$ cat src/sv/sosf_pkg.sv
// Shared constants, types and result structs for the sonar scan outlier filter.
// Used by sosf_sorter, sosf_divider and sonar_scan_outlier_filter_core.
`default_nettype none

package sosf_pkg;

  localparam int unsigned WINDOW   = 5;
  localparam int unsigned DIST_W   = 12;
  localparam int unsigned ANGLE_W  = 8;
  localparam int unsigned DIST_MAX = (1 << DIST_W) - 1;

  // Count of samples in the window, 0 to WINDOW inclusive.
  localparam int unsigned CNT_W    = $clog2(WINDOW + 1);
  localparam int unsigned SUM_W    = $clog2(WINDOW * DIST_MAX + 1);
  // q3 + 2 * (q3 - q1 + 1) stays below 3 * 2^DIST_W.
  localparam int unsigned LIMIT_W  = DIST_W + 2;

  localparam int unsigned Q1_IDX   = WINDOW / 4;
  localparam int unsigned Q3_IDX   = (WINDOW * 3) / 4;
  localparam int unsigned MID_IDX  = WINDOW / 2;

  // Bubble passes run 0 to WINDOW-2, steps within a pass 0 to WINDOW.
  localparam int unsigned PASS_W   = $clog2(WINDOW - 1);
  localparam int unsigned STEP_W   = $clog2(WINDOW + 1);
  localparam int unsigned DSTEP_W  = $clog2(SUM_W + 1);

  typedef logic [DIST_W-1:0]  dist_t;
  typedef logic [ANGLE_W-1:0] angle_t;

  typedef struct packed {
    logic             done;
    logic [SUM_W-1:0] sum;
    logic [CNT_W-1:0] cnt;
  } sosf_acc_t;

  typedef struct packed {
    logic             done;
    logic [SUM_W-1:0] quot;
  } sosf_div_t;

endpackage

`default_nettype wire

$ cat src/sv/sosf_sorter.sv
// Sorts the window distances with one shared comparator on a rotating register line,
// then sums and counts the distances at or below the outlier limit. Uses sosf_pkg.
`default_nettype none

module sosf_sorter import sosf_pkg::*; (
  input  logic                    clk_i,
  input  logic                    rst_ni,
  input  logic                    start_i,
  input  dist_t [WINDOW-1:0]      dist_i,
  output sosf_acc_t               acc_o
);

  localparam logic [2:0] S_IDLE  = 3'd0;
  localparam logic [2:0] S_SORT  = 3'd1;
  localparam logic [2:0] S_LIMIT = 3'd2;
  localparam logic [2:0] S_SUM   = 3'd3;
  localparam logic [2:0] S_DONE  = 3'd4;

  logic [2:0]          state_q, state_d;
  logic [PASS_W-1:0]   pass_q, pass_d;
  logic [STEP_W-1:0]   step_q, step_d;
  dist_t [WINDOW-1:0]  s_q, s_d;
  dist_t               c_q, c_d;
  logic [LIMIT_W-1:0]  limit_q, limit_d;
  logic [SUM_W-1:0]    sum_q, sum_d;
  logic [CNT_W-1:0]    cnt_q, cnt_d;

  logic [LIMIT_W-1:0]  cmp_a, cmp_b;
  logic                a_le_b;
  dist_t               lo, hi;
  dist_t [WINDOW-1:0]  s_rot;
  logic [LIMIT_W-1:0]  q_span, limit_calc;

  // The one comparator: carry against the head while sorting, head against the
  // limit while summing.
  always_comb begin
    if (state_q == S_SUM) begin
      cmp_a = LIMIT_W'(s_q[0]);
      cmp_b = limit_q;
    end else begin
      cmp_a = LIMIT_W'(c_q);
      cmp_b = LIMIT_W'(s_q[0]);
    end
    a_le_b = (cmp_a <= cmp_b);
    lo     = a_le_b ? c_q : s_q[0];
    hi     = a_le_b ? s_q[0] : c_q;
  end

  always_comb begin
    for (int i = 0; i < WINDOW - 1; i++) begin
      s_rot[i] = s_q[i+1];
    end
    s_rot[WINDOW-1] = s_q[0];
  end

  assign q_span     = LIMIT_W'(s_q[Q3_IDX]) - LIMIT_W'(s_q[Q1_IDX]) + LIMIT_W'(1);
  assign limit_calc = LIMIT_W'(s_q[Q3_IDX]) + (q_span << 1);

  always_comb begin
    state_d = state_q;
    pass_d  = pass_q;
    step_d  = step_q;
    s_d     = s_q;
    c_d     = c_q;
    limit_d = limit_q;
    sum_d   = sum_q;
    cnt_d   = cnt_q;
    case (state_q)
      S_IDLE: begin
        if (start_i) begin
          s_d     = dist_i;
          pass_d  = '0;
          step_d  = '0;
          state_d = S_SORT;
        end
      end
      S_SORT: begin
        // One bubble pass: pick up the head as carry, let the larger value ride
        // along while the smaller drops to the tail, then park the carry last.
        s_d = s_rot;
        if (step_q == '0) begin
          c_d = s_q[0];
        end else if (step_q == STEP_W'(WINDOW)) begin
          s_d[WINDOW-1] = c_q;
        end else begin
          s_d[WINDOW-1] = lo;
          c_d           = hi;
        end
        if (step_q == STEP_W'(WINDOW)) begin
          step_d = '0;
          if (pass_q == PASS_W'(WINDOW - 2)) begin
            state_d = S_LIMIT;
          end else begin
            pass_d = pass_q + PASS_W'(1);
          end
        end else begin
          step_d = step_q + STEP_W'(1);
        end
      end
      S_LIMIT: begin
        limit_d = limit_calc;
        sum_d   = '0;
        cnt_d   = '0;
        step_d  = '0;
        state_d = S_SUM;
      end
      S_SUM: begin
        s_d = s_rot;
        if (a_le_b) begin
          sum_d = sum_q + SUM_W'(s_q[0]);
          cnt_d = cnt_q + CNT_W'(1);
        end
        if (step_q == STEP_W'(WINDOW - 1)) begin
          state_d = S_DONE;
        end else begin
          step_d = step_q + STEP_W'(1);
        end
      end
      S_DONE: begin
        state_d = S_IDLE;
      end
      default: begin
        state_d = S_IDLE;
      end
    endcase
  end

  always_ff @(posedge clk_i or negedge rst_ni) begin
    if (!rst_ni) begin
      state_q <= S_IDLE;
      pass_q  <= '0;
      step_q  <= '0;
    end else begin
      state_q <= state_d;
      pass_q  <= pass_d;
      step_q  <= step_d;
    end
  end

  always_ff @(posedge clk_i) begin
    s_q     <= s_d;
    c_q     <= c_d;
    limit_q <= limit_d;
    sum_q   <= sum_d;
    cnt_q   <= cnt_d;
  end

  assign acc_o.done = (state_q == S_DONE);
  assign acc_o.sum  = sum_q;
  assign acc_o.cnt  = cnt_q;

endmodule

`default_nettype wire

$ cat src/sv/sosf_divider.sv
// Restoring divider, one quotient bit per cycle, for the window average.
// Uses sosf_pkg for operand widths and the result struct.
`default_nettype none

module sosf_divider import sosf_pkg::*; (
  input  logic             clk_i,
  input  logic             rst_ni,
  input  logic             start_i,
  input  logic [SUM_W-1:0] dividend_i,
  input  logic [CNT_W-1:0] divisor_i,
  output sosf_div_t        div_o
);

  logic               busy_q, busy_d;
  logic               done_q, done_d;
  logic [DSTEP_W-1:0] step_q, step_d;
  logic [SUM_W-1:0]   quot_q, quot_d;
  logic [CNT_W-1:0]   rem_q, rem_d;
  logic [CNT_W-1:0]   dvs_q, dvs_d;

  logic [CNT_W:0]     trial, rem_next;
  logic               fits;

  // The remainder stays below the divisor, so it fits back into CNT_W bits.
  assign trial    = {rem_q, quot_q[SUM_W-1]};
  assign fits     = (trial >= {1'b0, dvs_q});
  assign rem_next = fits ? (trial - {1'b0, dvs_q}) : trial;

  always_comb begin
    busy_d = busy_q;
    done_d = 1'b0;
    step_d = step_q;
    quot_d = quot_q;
    rem_d  = rem_q;
    dvs_d  = dvs_q;
    if (start_i) begin
      busy_d = 1'b1;
      step_d = '0;
      quot_d = dividend_i;
      rem_d  = '0;
      dvs_d  = divisor_i;
    end else if (busy_q) begin
      quot_d = {quot_q[SUM_W-2:0], fits};
      rem_d  = rem_next[CNT_W-1:0];
      if (step_q == DSTEP_W'(SUM_W - 1)) begin
        busy_d = 1'b0;
        done_d = 1'b1;
      end else begin
        step_d = step_q + DSTEP_W'(1);
      end
    end
  end

  always_ff @(posedge clk_i or negedge rst_ni) begin
    if (!rst_ni) begin
      busy_q <= 1'b0;
      done_q <= 1'b0;
      step_q <= '0;
    end else begin
      busy_q <= busy_d;
      done_q <= done_d;
      step_q <= step_d;
    end
  end

  always_ff @(posedge clk_i) begin
    quot_q <= quot_d;
    rem_q  <= rem_d;
    dvs_q  <= dvs_d;
  end

  assign div_o.done = done_q;
  assign div_o.quot = quot_q;

endmodule

`default_nettype wire

$ cat src/sv/sonar_scan_outlier_filter_core.sv
// While the window fills, a result beat passes from T_IDLE through T_RES into the output register;
// once it is full, the sample also passes T_LOAD, the bubble sort on the sorter's single comparator
// and the bit-serial divider before T_RES.
// The block takes no new sample until the result is registered and it is back in T_IDLE; a held
// result beat stalls the block only once the next result is ready.
// Reset (asynchronous, active low) clears the window, fill count, best result and control.
`default_nettype none

module sonar_scan_outlier_filter_core import sosf_pkg::*; (
  input  logic              clk_i,
  input  logic              rst_ni,
  input  logic              in_valid_i,
  output logic              in_stall_o,
  input  logic              new_scan_i,
  input  logic [7:0]        angle_i,
  input  logic [11:0]       distance_i,
  output logic              out_valid_o,
  input  logic              out_stall_i,
  output logic              filtered_valid_o,
  output logic [11:0]       filtered_distance_o,
  output logic [7:0]        best_angle_o,
  output logic [11:0]       best_distance_o
);

  localparam logic [2:0] T_IDLE = 3'd0;
  localparam logic [2:0] T_LOAD = 3'd1;
  localparam logic [2:0] T_SORT = 3'd2;
  localparam logic [2:0] T_DIV  = 3'd3;
  localparam logic [2:0] T_RES  = 3'd4;

  logic [2:0]          state_q, state_d;
  angle_t [WINDOW-1:0] win_ang_q, win_ang_d;
  dist_t  [WINDOW-1:0] win_dist_q, win_dist_d;
  logic [CNT_W-1:0]    fill_q, fill_d;
  angle_t              best_ang_q, best_ang_d;
  dist_t               best_dist_q, best_dist_d;
  logic                fvalid_q, fvalid_d;
  dist_t               filt_q, filt_d;

  logic                out_valid_q, out_valid_d;
  logic                ofv_q, ofv_d;
  dist_t               ofd_q, ofd_d;
  angle_t              oba_q, oba_d;
  dist_t               obd_q, obd_d;

  logic                accept;
  logic                out_free;
  logic                sort_start, div_start;
  logic [CNT_W-1:0]    fill_base;
  sosf_acc_t           acc;
  sosf_div_t           div;

  assign accept     = in_valid_i && (state_q == T_IDLE);
  assign in_stall_o = (state_q != T_IDLE);
  assign out_free   = !out_valid_q || !out_stall_i;
  assign fill_base  = new_scan_i ? '0 : fill_q;

  always_comb begin
    state_d     = state_q;
    win_ang_d   = win_ang_q;
    win_dist_d  = win_dist_q;
    fill_d      = fill_q;
    best_ang_d  = best_ang_q;
    best_dist_d = best_dist_q;
    fvalid_d    = fvalid_q;
    filt_d      = filt_q;
    out_valid_d = out_valid_q && out_stall_i;
    ofv_d       = ofv_q;
    ofd_d       = ofd_q;
    oba_d       = oba_q;
    obd_d       = obd_q;
    sort_start  = 1'b0;
    div_start   = 1'b0;
    case (state_q)
      T_IDLE: begin
        if (accept) begin
          if (new_scan_i) begin
            win_ang_d   = '0;
            win_dist_d  = '0;
            best_ang_d  = '0;
            best_dist_d = '0;
          end
          if (fill_base == CNT_W'(WINDOW)) begin
            // Full window: drop the oldest sample, the new one enters last.
            for (int i = 0; i < WINDOW - 1; i++) begin
              win_ang_d[i]  = win_ang_q[i+1];
              win_dist_d[i] = win_dist_q[i+1];
            end
            win_ang_d[WINDOW-1]  = angle_i;
            win_dist_d[WINDOW-1] = distance_i;
            fill_d               = CNT_W'(WINDOW);
          end else begin
            for (int i = 0; i < WINDOW; i++) begin
              if (fill_base == CNT_W'(i)) begin
                win_ang_d[i]  = angle_i;
                win_dist_d[i] = distance_i;
              end
            end
            fill_d = fill_base + CNT_W'(1);
          end
          if ((fill_base == CNT_W'(WINDOW)) || (fill_base == CNT_W'(WINDOW - 1))) begin
            state_d = T_LOAD;
          end else begin
            fvalid_d = 1'b0;
            filt_d   = '0;
            state_d  = T_RES;
          end
        end
      end
      T_LOAD: begin
        sort_start = 1'b1;
        state_d    = T_SORT;
      end
      T_SORT: begin
        if (acc.done) begin
          div_start = 1'b1;
          state_d   = T_DIV;
        end
      end
      T_DIV: begin
        if (div.done) begin
          fvalid_d = 1'b1;
          filt_d   = div.quot[DIST_W-1:0];
          state_d  = T_RES;
        end
      end
      T_RES: begin
        if (out_free) begin
          // A tie with the best does not replace it.
          if (fvalid_q && (filt_q > best_dist_q)) begin
            best_dist_d = filt_q;
            best_ang_d  = win_ang_q[MID_IDX];
          end
          out_valid_d = 1'b1;
          ofv_d       = fvalid_q;
          ofd_d       = filt_q;
          oba_d       = best_ang_d;
          obd_d       = best_dist_d;
          state_d     = T_IDLE;
        end
      end
      default: begin
        state_d = T_IDLE;
      end
    endcase
  end

  always_ff @(posedge clk_i or negedge rst_ni) begin
    if (!rst_ni) begin
      state_q     <= T_IDLE;
      win_ang_q   <= '0;
      win_dist_q  <= '0;
      fill_q      <= '0;
      best_ang_q  <= '0;
      best_dist_q <= '0;
      out_valid_q <= 1'b0;
    end else begin
      state_q     <= state_d;
      win_ang_q   <= win_ang_d;
      win_dist_q  <= win_dist_d;
      fill_q      <= fill_d;
      best_ang_q  <= best_ang_d;
      best_dist_q <= best_dist_d;
      out_valid_q <= out_valid_d;
    end
  end

  always_ff @(posedge clk_i) begin
    fvalid_q <= fvalid_d;
    filt_q   <= filt_d;
    ofv_q    <= ofv_d;
    ofd_q    <= ofd_d;
    oba_q    <= oba_d;
    obd_q    <= obd_d;
  end

  sosf_sorter u_sorter (
    .clk_i   (clk_i),
    .rst_ni  (rst_ni),
    .start_i (sort_start),
    .dist_i  (win_dist_q),
    .acc_o   (acc)
  );

  sosf_divider u_divider (
    .clk_i      (clk_i),
    .rst_ni     (rst_ni),
    .start_i    (div_start),
    .dividend_i (acc.sum),
    .divisor_i  (acc.cnt),
    .div_o      (div)
  );

  assign out_valid_o         = out_valid_q;
  assign filtered_valid_o    = ofv_q;
  assign filtered_distance_o = ofd_q;
  assign best_angle_o        = oba_q;
  assign best_distance_o     = obd_q;

endmodule

`default_nettype wire

$ cat config.mk
export PLATFORM = sky130hd
export DESIGN_NAME = sonar_scan_outlier_filter_core
export DESIGN_NICKNAME = d
export VERILOG_FILES = /design/src/sv/sosf_pkg.sv /design/src/sv/sosf_sorter.sv /design/src/sv/sosf_divider.sv /design/src/sv/sonar_scan_outlier_filter_core.sv
export SDC_FILE = /design/constraint.sdc
export NUM_CORES = 1
export LEC_CHECK = 0
export BUFFER_PORTS_ARGS = -buffer_cell sky130_fd_sc_hd__buf_2
export CORE_UTILIZATION = 29
export CTS_CLUSTER_SIZE = 14
export DETAILED_ROUTE_END_ITERATION = 7
export PLACE_DENSITY = 0.55
export SYNTH_ARGS = -nofsm -noshare
export SYNTH_HDL_FRONTEND = slang
export SYNTH_SLANG_ARGS = --single-unit
$ cat constraint.sdc
create_clock -name clk_i -period 5.6 [get_ports clk_i]
set_input_delay 0.28 -clock clk_i [delete_from_list [all_inputs] [get_ports clk_i]]
set_output_delay 0.28 -clock clk_i [all_outputs]
set_load 0.01 [all_outputs]
# Word-level counts from Yosys, hierarchy flattened
# Index checks and enable logic that the tools add are counted.
word_totals:
  reg_bits: 304
  latchBits: 0
  ram_bits: 0
  mem_bits_ro: 0
  in_bits: 25
  out_inout_bits: 35
  wordCells: 209
  n_memories: 0
op_classes:
  add_sub_neg: 10
  multipliers: 0
  div: 0
  magnitude_cmp: 3
  n_eq_ne: 32
  shift: 0
  mux: 84
  bitwise_logic: 0
  reduce_logical: 42
op_table:
  columns: ["cell", "count"]
  rows:
  - ["$mux 12", 19]
  - ["$mux 60", 3]
  - ["$pmux 60 s3", 1]
  - ["$mux 40", 2]
  - ["$mux 8", 9]
  - ["$mux 3", 16]
  - ["$pmux 12 s2", 2]
  - ["$mux 15", 3]
  - ["$pmux 15 s2", 1]
  - ["$pmux 3 s4", 2]
  - ["$reduce_and 3->1", 7]
  - ["$reduce_bool 3->1", 7]
  - ["$ne 2x2->1 const B", 10]
  - ["$reduce_and 4->1", 5]
  - ["$eq 3x2->1 const B", 6]
  - ["$eq 3x3->1 const B", 6]
  - ["$pmux 8 s2", 1]
  - ["$add 15x12->15", 1]
  - ["$pmux 3 s5", 1]
  - ["$add 12x14->14", 1]
  - ["$le 12x14->1", 1]
  - ["$mux 1", 14]
  - ["$mux 14", 1]
  - ["$add 13x1->13 const B", 1]
  - ["23 further kinds", 51]

# Longest topological paths before layout
depth:
  depth_word: 7
  depth_mapped: 19
  ltp_nobuf: 19

# Cells and area by module
# A second synthesis with hierarchy kept.
unflattened:
  hier_cells: 1428
  area_unflattened_um2: 15349.7
by_module_without_submodules:
  columns: ["module", "instances", "cells_each", "area_each_um2", "seq_area_each_um2"]
  rows:
  - ["sonar_scan_outlier_filter_core", 1, 706, 7198.2, 4159.0]
  - ["sosf_sorter", 1, 621, 6857.8, 3323.2]
  - ["sosf_divider", 1, 101, 1293.7, 750.7]

# Worst setup path after synthesis
# OpenSTA, ideal clock, no wires.
synth_path:
  kind: "flip-flop to flip-flop"
  startpoint: "register u_sorter.state_q[2]"
  endpoint: "register u_sorter.c_q[0], enable pin"
  setup_ps: 412
  arrival_ps: 4271
  slack_ps: 916
  path_stages_with_launch: 13
  synth_period_minus_slack_ps: 4684
  path_cell_list: "dfrtp_1 -> buf_4 -> nand2b_1 -> nor2_1 -> clkbuf_1 -> mux2i_1 -> ha_1 -> a21o_1 -> a21oi_1 -> o21ai_1 -> a2111oi_2 -> a2111oi_0 -> nor4_1"
synth_between:
  elab_chain_cells: 5
  word_cells_on_any_way: 7
synth_rtl:
  columns: ["element", "line", "text"]
  rows:
  - ["from (decl)", "sosf_sorter.sv:19", "logic [2:0] state_q, state_d;"]
  - ["from (signal assigned)", "sosf_sorter.sv:134", "state_q <= state_d;"]
  - ["$eq 3x2->1", "sosf_sorter.sv:37", "if (state_q == S_SUM) begin"]
  - ["$mux 12 / $mux 14 (equally long branches)", "sosf_sorter.sv:37", null]
  - ["$le 12x14->1", "sosf_sorter.sv:44", "a_le_b = (cmp_a <= cmp_b);"]
  - ["$reduce_bool 2->1 (no line)", null, null]
  - ["$reduce_and 3->1 (no line) (*)", null, null]
  - ["to (signal assigned)", "sosf_sorter.sv:142", "c_q <= c_d;"]
  - ["to (decl)", "sosf_sorter.sv:23", "dist_t c_q, c_d;"]
# Mark *: on every way between the ends. The rest lies on a longest branch, timed or not.
# A chain may end at the register's enable or synchronous reset.

# Worst setup path after layout
layout_path:
  startpoint: "register u_sorter.state_q[1]"
  endpoint: "register u_sorter.cnt_q[2], enable pin"
layout_between:
  elab_chain_cells: 5
  word_cells_on_any_way: 8
layout_rtl:
  columns: ["element", "line", "text"]
  rows:
  - ["$eq 3x2->1", "sosf_sorter.sv:37, sosf_sorter.sv:68", null]
  - ["$mux 12 / $mux 14 (equally long branches)", "sosf_sorter.sv:37", null]
  - ["$le 12x14->1", "sosf_sorter.sv:44", null]
  - ["$ne 2x1->1 (no line)", null, null]
  - ["$reduce_and 2->1 (no line) (*)", null, null]
  - ["to (signal assigned)", "sosf_sorter.sv:145", "cnt_q <= cnt_d;"]
  - ["to (decl)", "sosf_sorter.sv:26", "logic [CNT_W-1:0] cnt_q, cnt_d;"]
# Marks and branches as above.

==> summary.txt <==
Finish
  • Area Overhead vs Synth: 15.6%
  • Antenna cells: 0
  • Seq. cell area: 0.00823 mm^2
  • Final Cell Area: ~0.017 mm^2
  • Multi-input gate area: 0.00630 mm^2
  • Most frequent cells in the layout: nand2_1 (252), edfxtp_1 (168), dfrtp_1 (125)
  • Fin nets: between 1500 and 2000
  • Most common cell after layout, fill and taps aside: nand2_1
  • Finished Layout Cells: 2171
  • Finished Core Util: 0.339
  • Share of layout cells above drive strength 1: 0.129
  • Fill cells: 5165

Job
  • Max Cap Viol: 0

Timing
  • Setup Skew: 0.0159 ns
  • Setup violations, final: 0
  • Fin Setup TNS: 0 ns
  • Unrepaired setup endpoints after global routing: false
  • Fmax: 0.232 GHz
  • Final hold viol count: 0
  • Max_slew headroom: 0.244
  • Worst-Margin Slew: between 1 and 1.5 ns
  • Max Slew Vio Count: 0
  • Tmin final: 4.31 ns
  • Period utilisation layout: 0.770

Route
  • Detailed Route WL: 34300 um
  • WL met2: 15500 um
  • Residual DRC count: 0
  • WL met1: 17000 um
  • DRT iter0 DRCs: 596
  • Vias per cell: 4.73
  • Top sig layer: met4
  • Via count: around 10000
  • Avg WL per Cell: 15.8 um
  • Wire length on met3: 1240 um
  • Antenna-violating nets left: 0
  • Pre-antenna DRT Iters: 5

Yosys
  • Post-Syn Nets: 1513
  • Synth Area in XOR/XNOR: 0.0169
  • Post-synth ARST share: 0.422
  • Sequential area share after synthesis: 0.548
  • Most used DFF post-synth: edfxtp_1
  • Compound-Gate Fraction of Synth Area: 0.121
  • Syn avg cell area: 10.7 um^2
  • YS warnings: 0
  • Syn Std Cell Area: roughly 0.015 mm^2
  • Number of synthesized flops with an enable pin: 168
  • Adder-cell share of the synthesized area: 0.0727
  • Simple-gate share of the synthesized area: 0.132
  • Main combinational cell family by area after synthesis: simple AND/OR/NAND/NOR gates
  • Gate Count Post-Synth: between 1000 and 1500
  • Synth unique cells: 63
  • Mux cell area share after synthesis: 0.0716
  • Yosys reg bits: 296

Worst setup path
  • Slowest stage delay, CP: 0.86 ns
  • CP max FO: 23
  • Worst path required time: 5.80 ns
  • CP cell instances: nand2b_1 -> nor2_2 -> buf_4 -> mux2i_1 -> ha_1 -> a21o_1 -> a21oi_1 -> o21ai_1 -> a2111oi_2 -> nor2_1 -> a31oi_2
  • CP arrival: 4.52 ns
  • CP endpoint kind: flop
  • Critical-path top delay cell: a31oi_2
  • Critical path launch point type: flop
  • FF-to-FF path depth: 11
  • Critical setup path kind: reg2reg

Die
  • Die width: 230 um
  • Die area: 0.0528 mm^2
  • Starting density of the core: 0.293
  • Core ar.: 0.0513 mm^2
  • # rows: 83
  • Top Ports: 60
  • Chip Height: 230 um

Placement
  • Cell area after placement: around 0.016 mm^2
  • Routability cong.: 0.793
  • Placed insts: 2092
  • Port Buffers: 59
  • HPWL after DPL: 23500 um

Global routing
  • GRT Util Overall: 0.130
  • Vias in the first global route: slightly above 10000
  • First-pass GRT wire length: 55700 um
  • Largest net degree at the start of global routing: between 70 and 80
  • Initial antenna violation count: 0
  • GRT Residual Overflow: 0

Pwr
  • Static Leak: 7.24 nW
  • Net Sw Power: 0.00474 W
  • Pwr/cell area: 689 mW/mm^2
  • Maximum vdd drop: 0.000354 V
  • Gate power share: 0.477
  • Int Pwr: 0.00723 W
  • Clock power frac: 0.176
  • Sequential power share: 0.347
  • PnR Total Power: 0.0120 W
  • Switching Share: 0.396

Clock network
  • TritonCTS Buffers: 31
  • Clock slew seen by the registers of the worst setup and hold paths: approximately 0.06 ns
  • CTS resizes: 0
  • CTS tree: built
  • Hold Buf Count CTS: 21
  • Clock Path Buffers: 3
  • Post-CTS Setup Inserts: 0
  • H-tree levels: 1
  • Clock latency on the worst-skew pair: 0.59 ns
  • Clock sink count: ~300
  • Root Buffer: clkbuf_16

Worst hold path
  • HP Class: in2reg
  • Worst hold path cell count: 3

Run status
  • Status: finished clean
## path summary, 6_finish.rpt
check	endpoint	slack, ns	startpoint
worst max-delay path	u_sorter.cnt_q[2]$_SDFFCE_PP0P_	1.29	u_sorter.state_q[1]$_DFFE_PN0P_
worst min-delay path	win_dist_q[58]$_DFFE_PN0P_	0.03	distance_i[10]
worst max register to register	u_sorter.cnt_q[2]$_SDFFCE_PP0P_	1.29	u_sorter.state_q[1]$_DFFE_PN0P_
worst min register to register	u_divider.dvs_q[1]$_DFFE_PP_	0.47	u_sorter.cnt_q[1]$_SDFFCE_PP0P_
max in group asynchronous	u_divider.done_q$_DFF_PN0_	4.09	rst_ni
min in group asynchronous	win_dist_q[21]$_DFFE_PN0P_	0.29	rst_ni
## per-layer routing
| layer | GRT usage | vias to the layer above |
|---|---|---|
| met5 | 0 | - |
| met4 | 0.0286 | 0 |
| met3 | 0.0197 | 45 |
| met2 | 0.207 | 168 |
| met1 | 0.187 | 4957 |
| li1 | - | 5100 |
## synth_stat cells (4+ instances only)
master,instances,share of area
o21a_1,9,0.0045
o21ai_1,11,0.0037
ha_1,81,0.067
a21oi_1,45,0.015
and2_1,21,0.0087
buf_2,7,0.0023
a221oi_1,8,0.0047
nor2b_1,11,0.0046
o21bai_1,4,0.0020
and3_1,8,0.0033
inv_1,75,0.019
nand3_1,32,0.011
fa_1,4,0.0053
nand2b_1,9,0.0037
edfxtp_1,168,0.34
a21o_1,18,0.0090
a31oi_1,25,0.010
nor3_1,15,0.0050
or3_1,4,0.0017
mux2_2,45,0.034
nand4_1,4,0.0017
clkbuf_1,61,0.015
a211oi_1,4,0.0020
nand2_1,252,0.063
a22oi_1,36,0.018
xnor2_1,21,0.012
dfrtp_1,125,0.21
o21ai_0,96,0.032
xor2_1,8,0.0047
o211ai_1,5,0.0025
nor4_1,4,0.0017
mux2i_1,57,0.038
nor2_1,84,0.021
## cell type report
cell class / count / area share
Multi-Input combinational cell: 961 / 0.363
Inverter: 76 / 0.0164
Tap cell: 680 / 0.0490
Timing Repair Buffer: 100 / 0.0381
Clock buffer: 49 / 0.0551
Sequential cell: 296 / 0.474
Clock inverter: 9 / 0.00504
## state kept, by name, summed over array words and instances (netlist names), 14 cells and up
name	flops
win_ang_q	24
win_dist_q	60
u_sorter.limit_q	14
u_divider.quot_q	15
u_sorter.sum_q	15
u_sorter.s_q	60
## worst max-delay path, delay by kind of cell (launching register included)
| kind | cells | cell delay [ns] |
|---|---|---|
| mux | 1 | 0.24 |
| fa+ha+maj | 1 | 0.28 |
| flops | 1 | 0.61 |
| compound gates | 5 | 1.83 |
| simple gates | 3 | 0.60 |
| buf+inv | 1 | 0.34 |
## metrics by stage
step / hold WS, ns / setup slack, ns
3_5_place_dp: 0.393 / 1.24
4_1_cts: 0.00480 / 1.22
6_report: 0.0257 / 1.29
5_1_grt: 0.0279 / 0.838
2_1_floorplan: -0.0156 / 0.916
3_3_place_gp: 0.385 / 1.41
## cell families (layout without fill, tap and decap cells)
family	count (synthesis)	after routing
adders and majority gates	85	85
DFF	296	296
muxes	102	102
xor gates and xnor gates	29	29
and+or+nand+nor	458	458
buffers and inverters	146	234
AOI/OAI and AO/OA	287	287
## power groups by stage
stage                     clock [W]  sequential (W)  combinational (W)
after floorplan                   0         0.00401            0.00443
after global placement            0         0.00417            0.00561
after detailed placement          0         0.00420            0.00573
after CTS                   0.00215         0.00416            0.00577
after global routing        0.00224         0.00426            0.00649
final                       0.00211         0.00416            0.00571
Note: power is estimated with default switching activity, not from simulation.
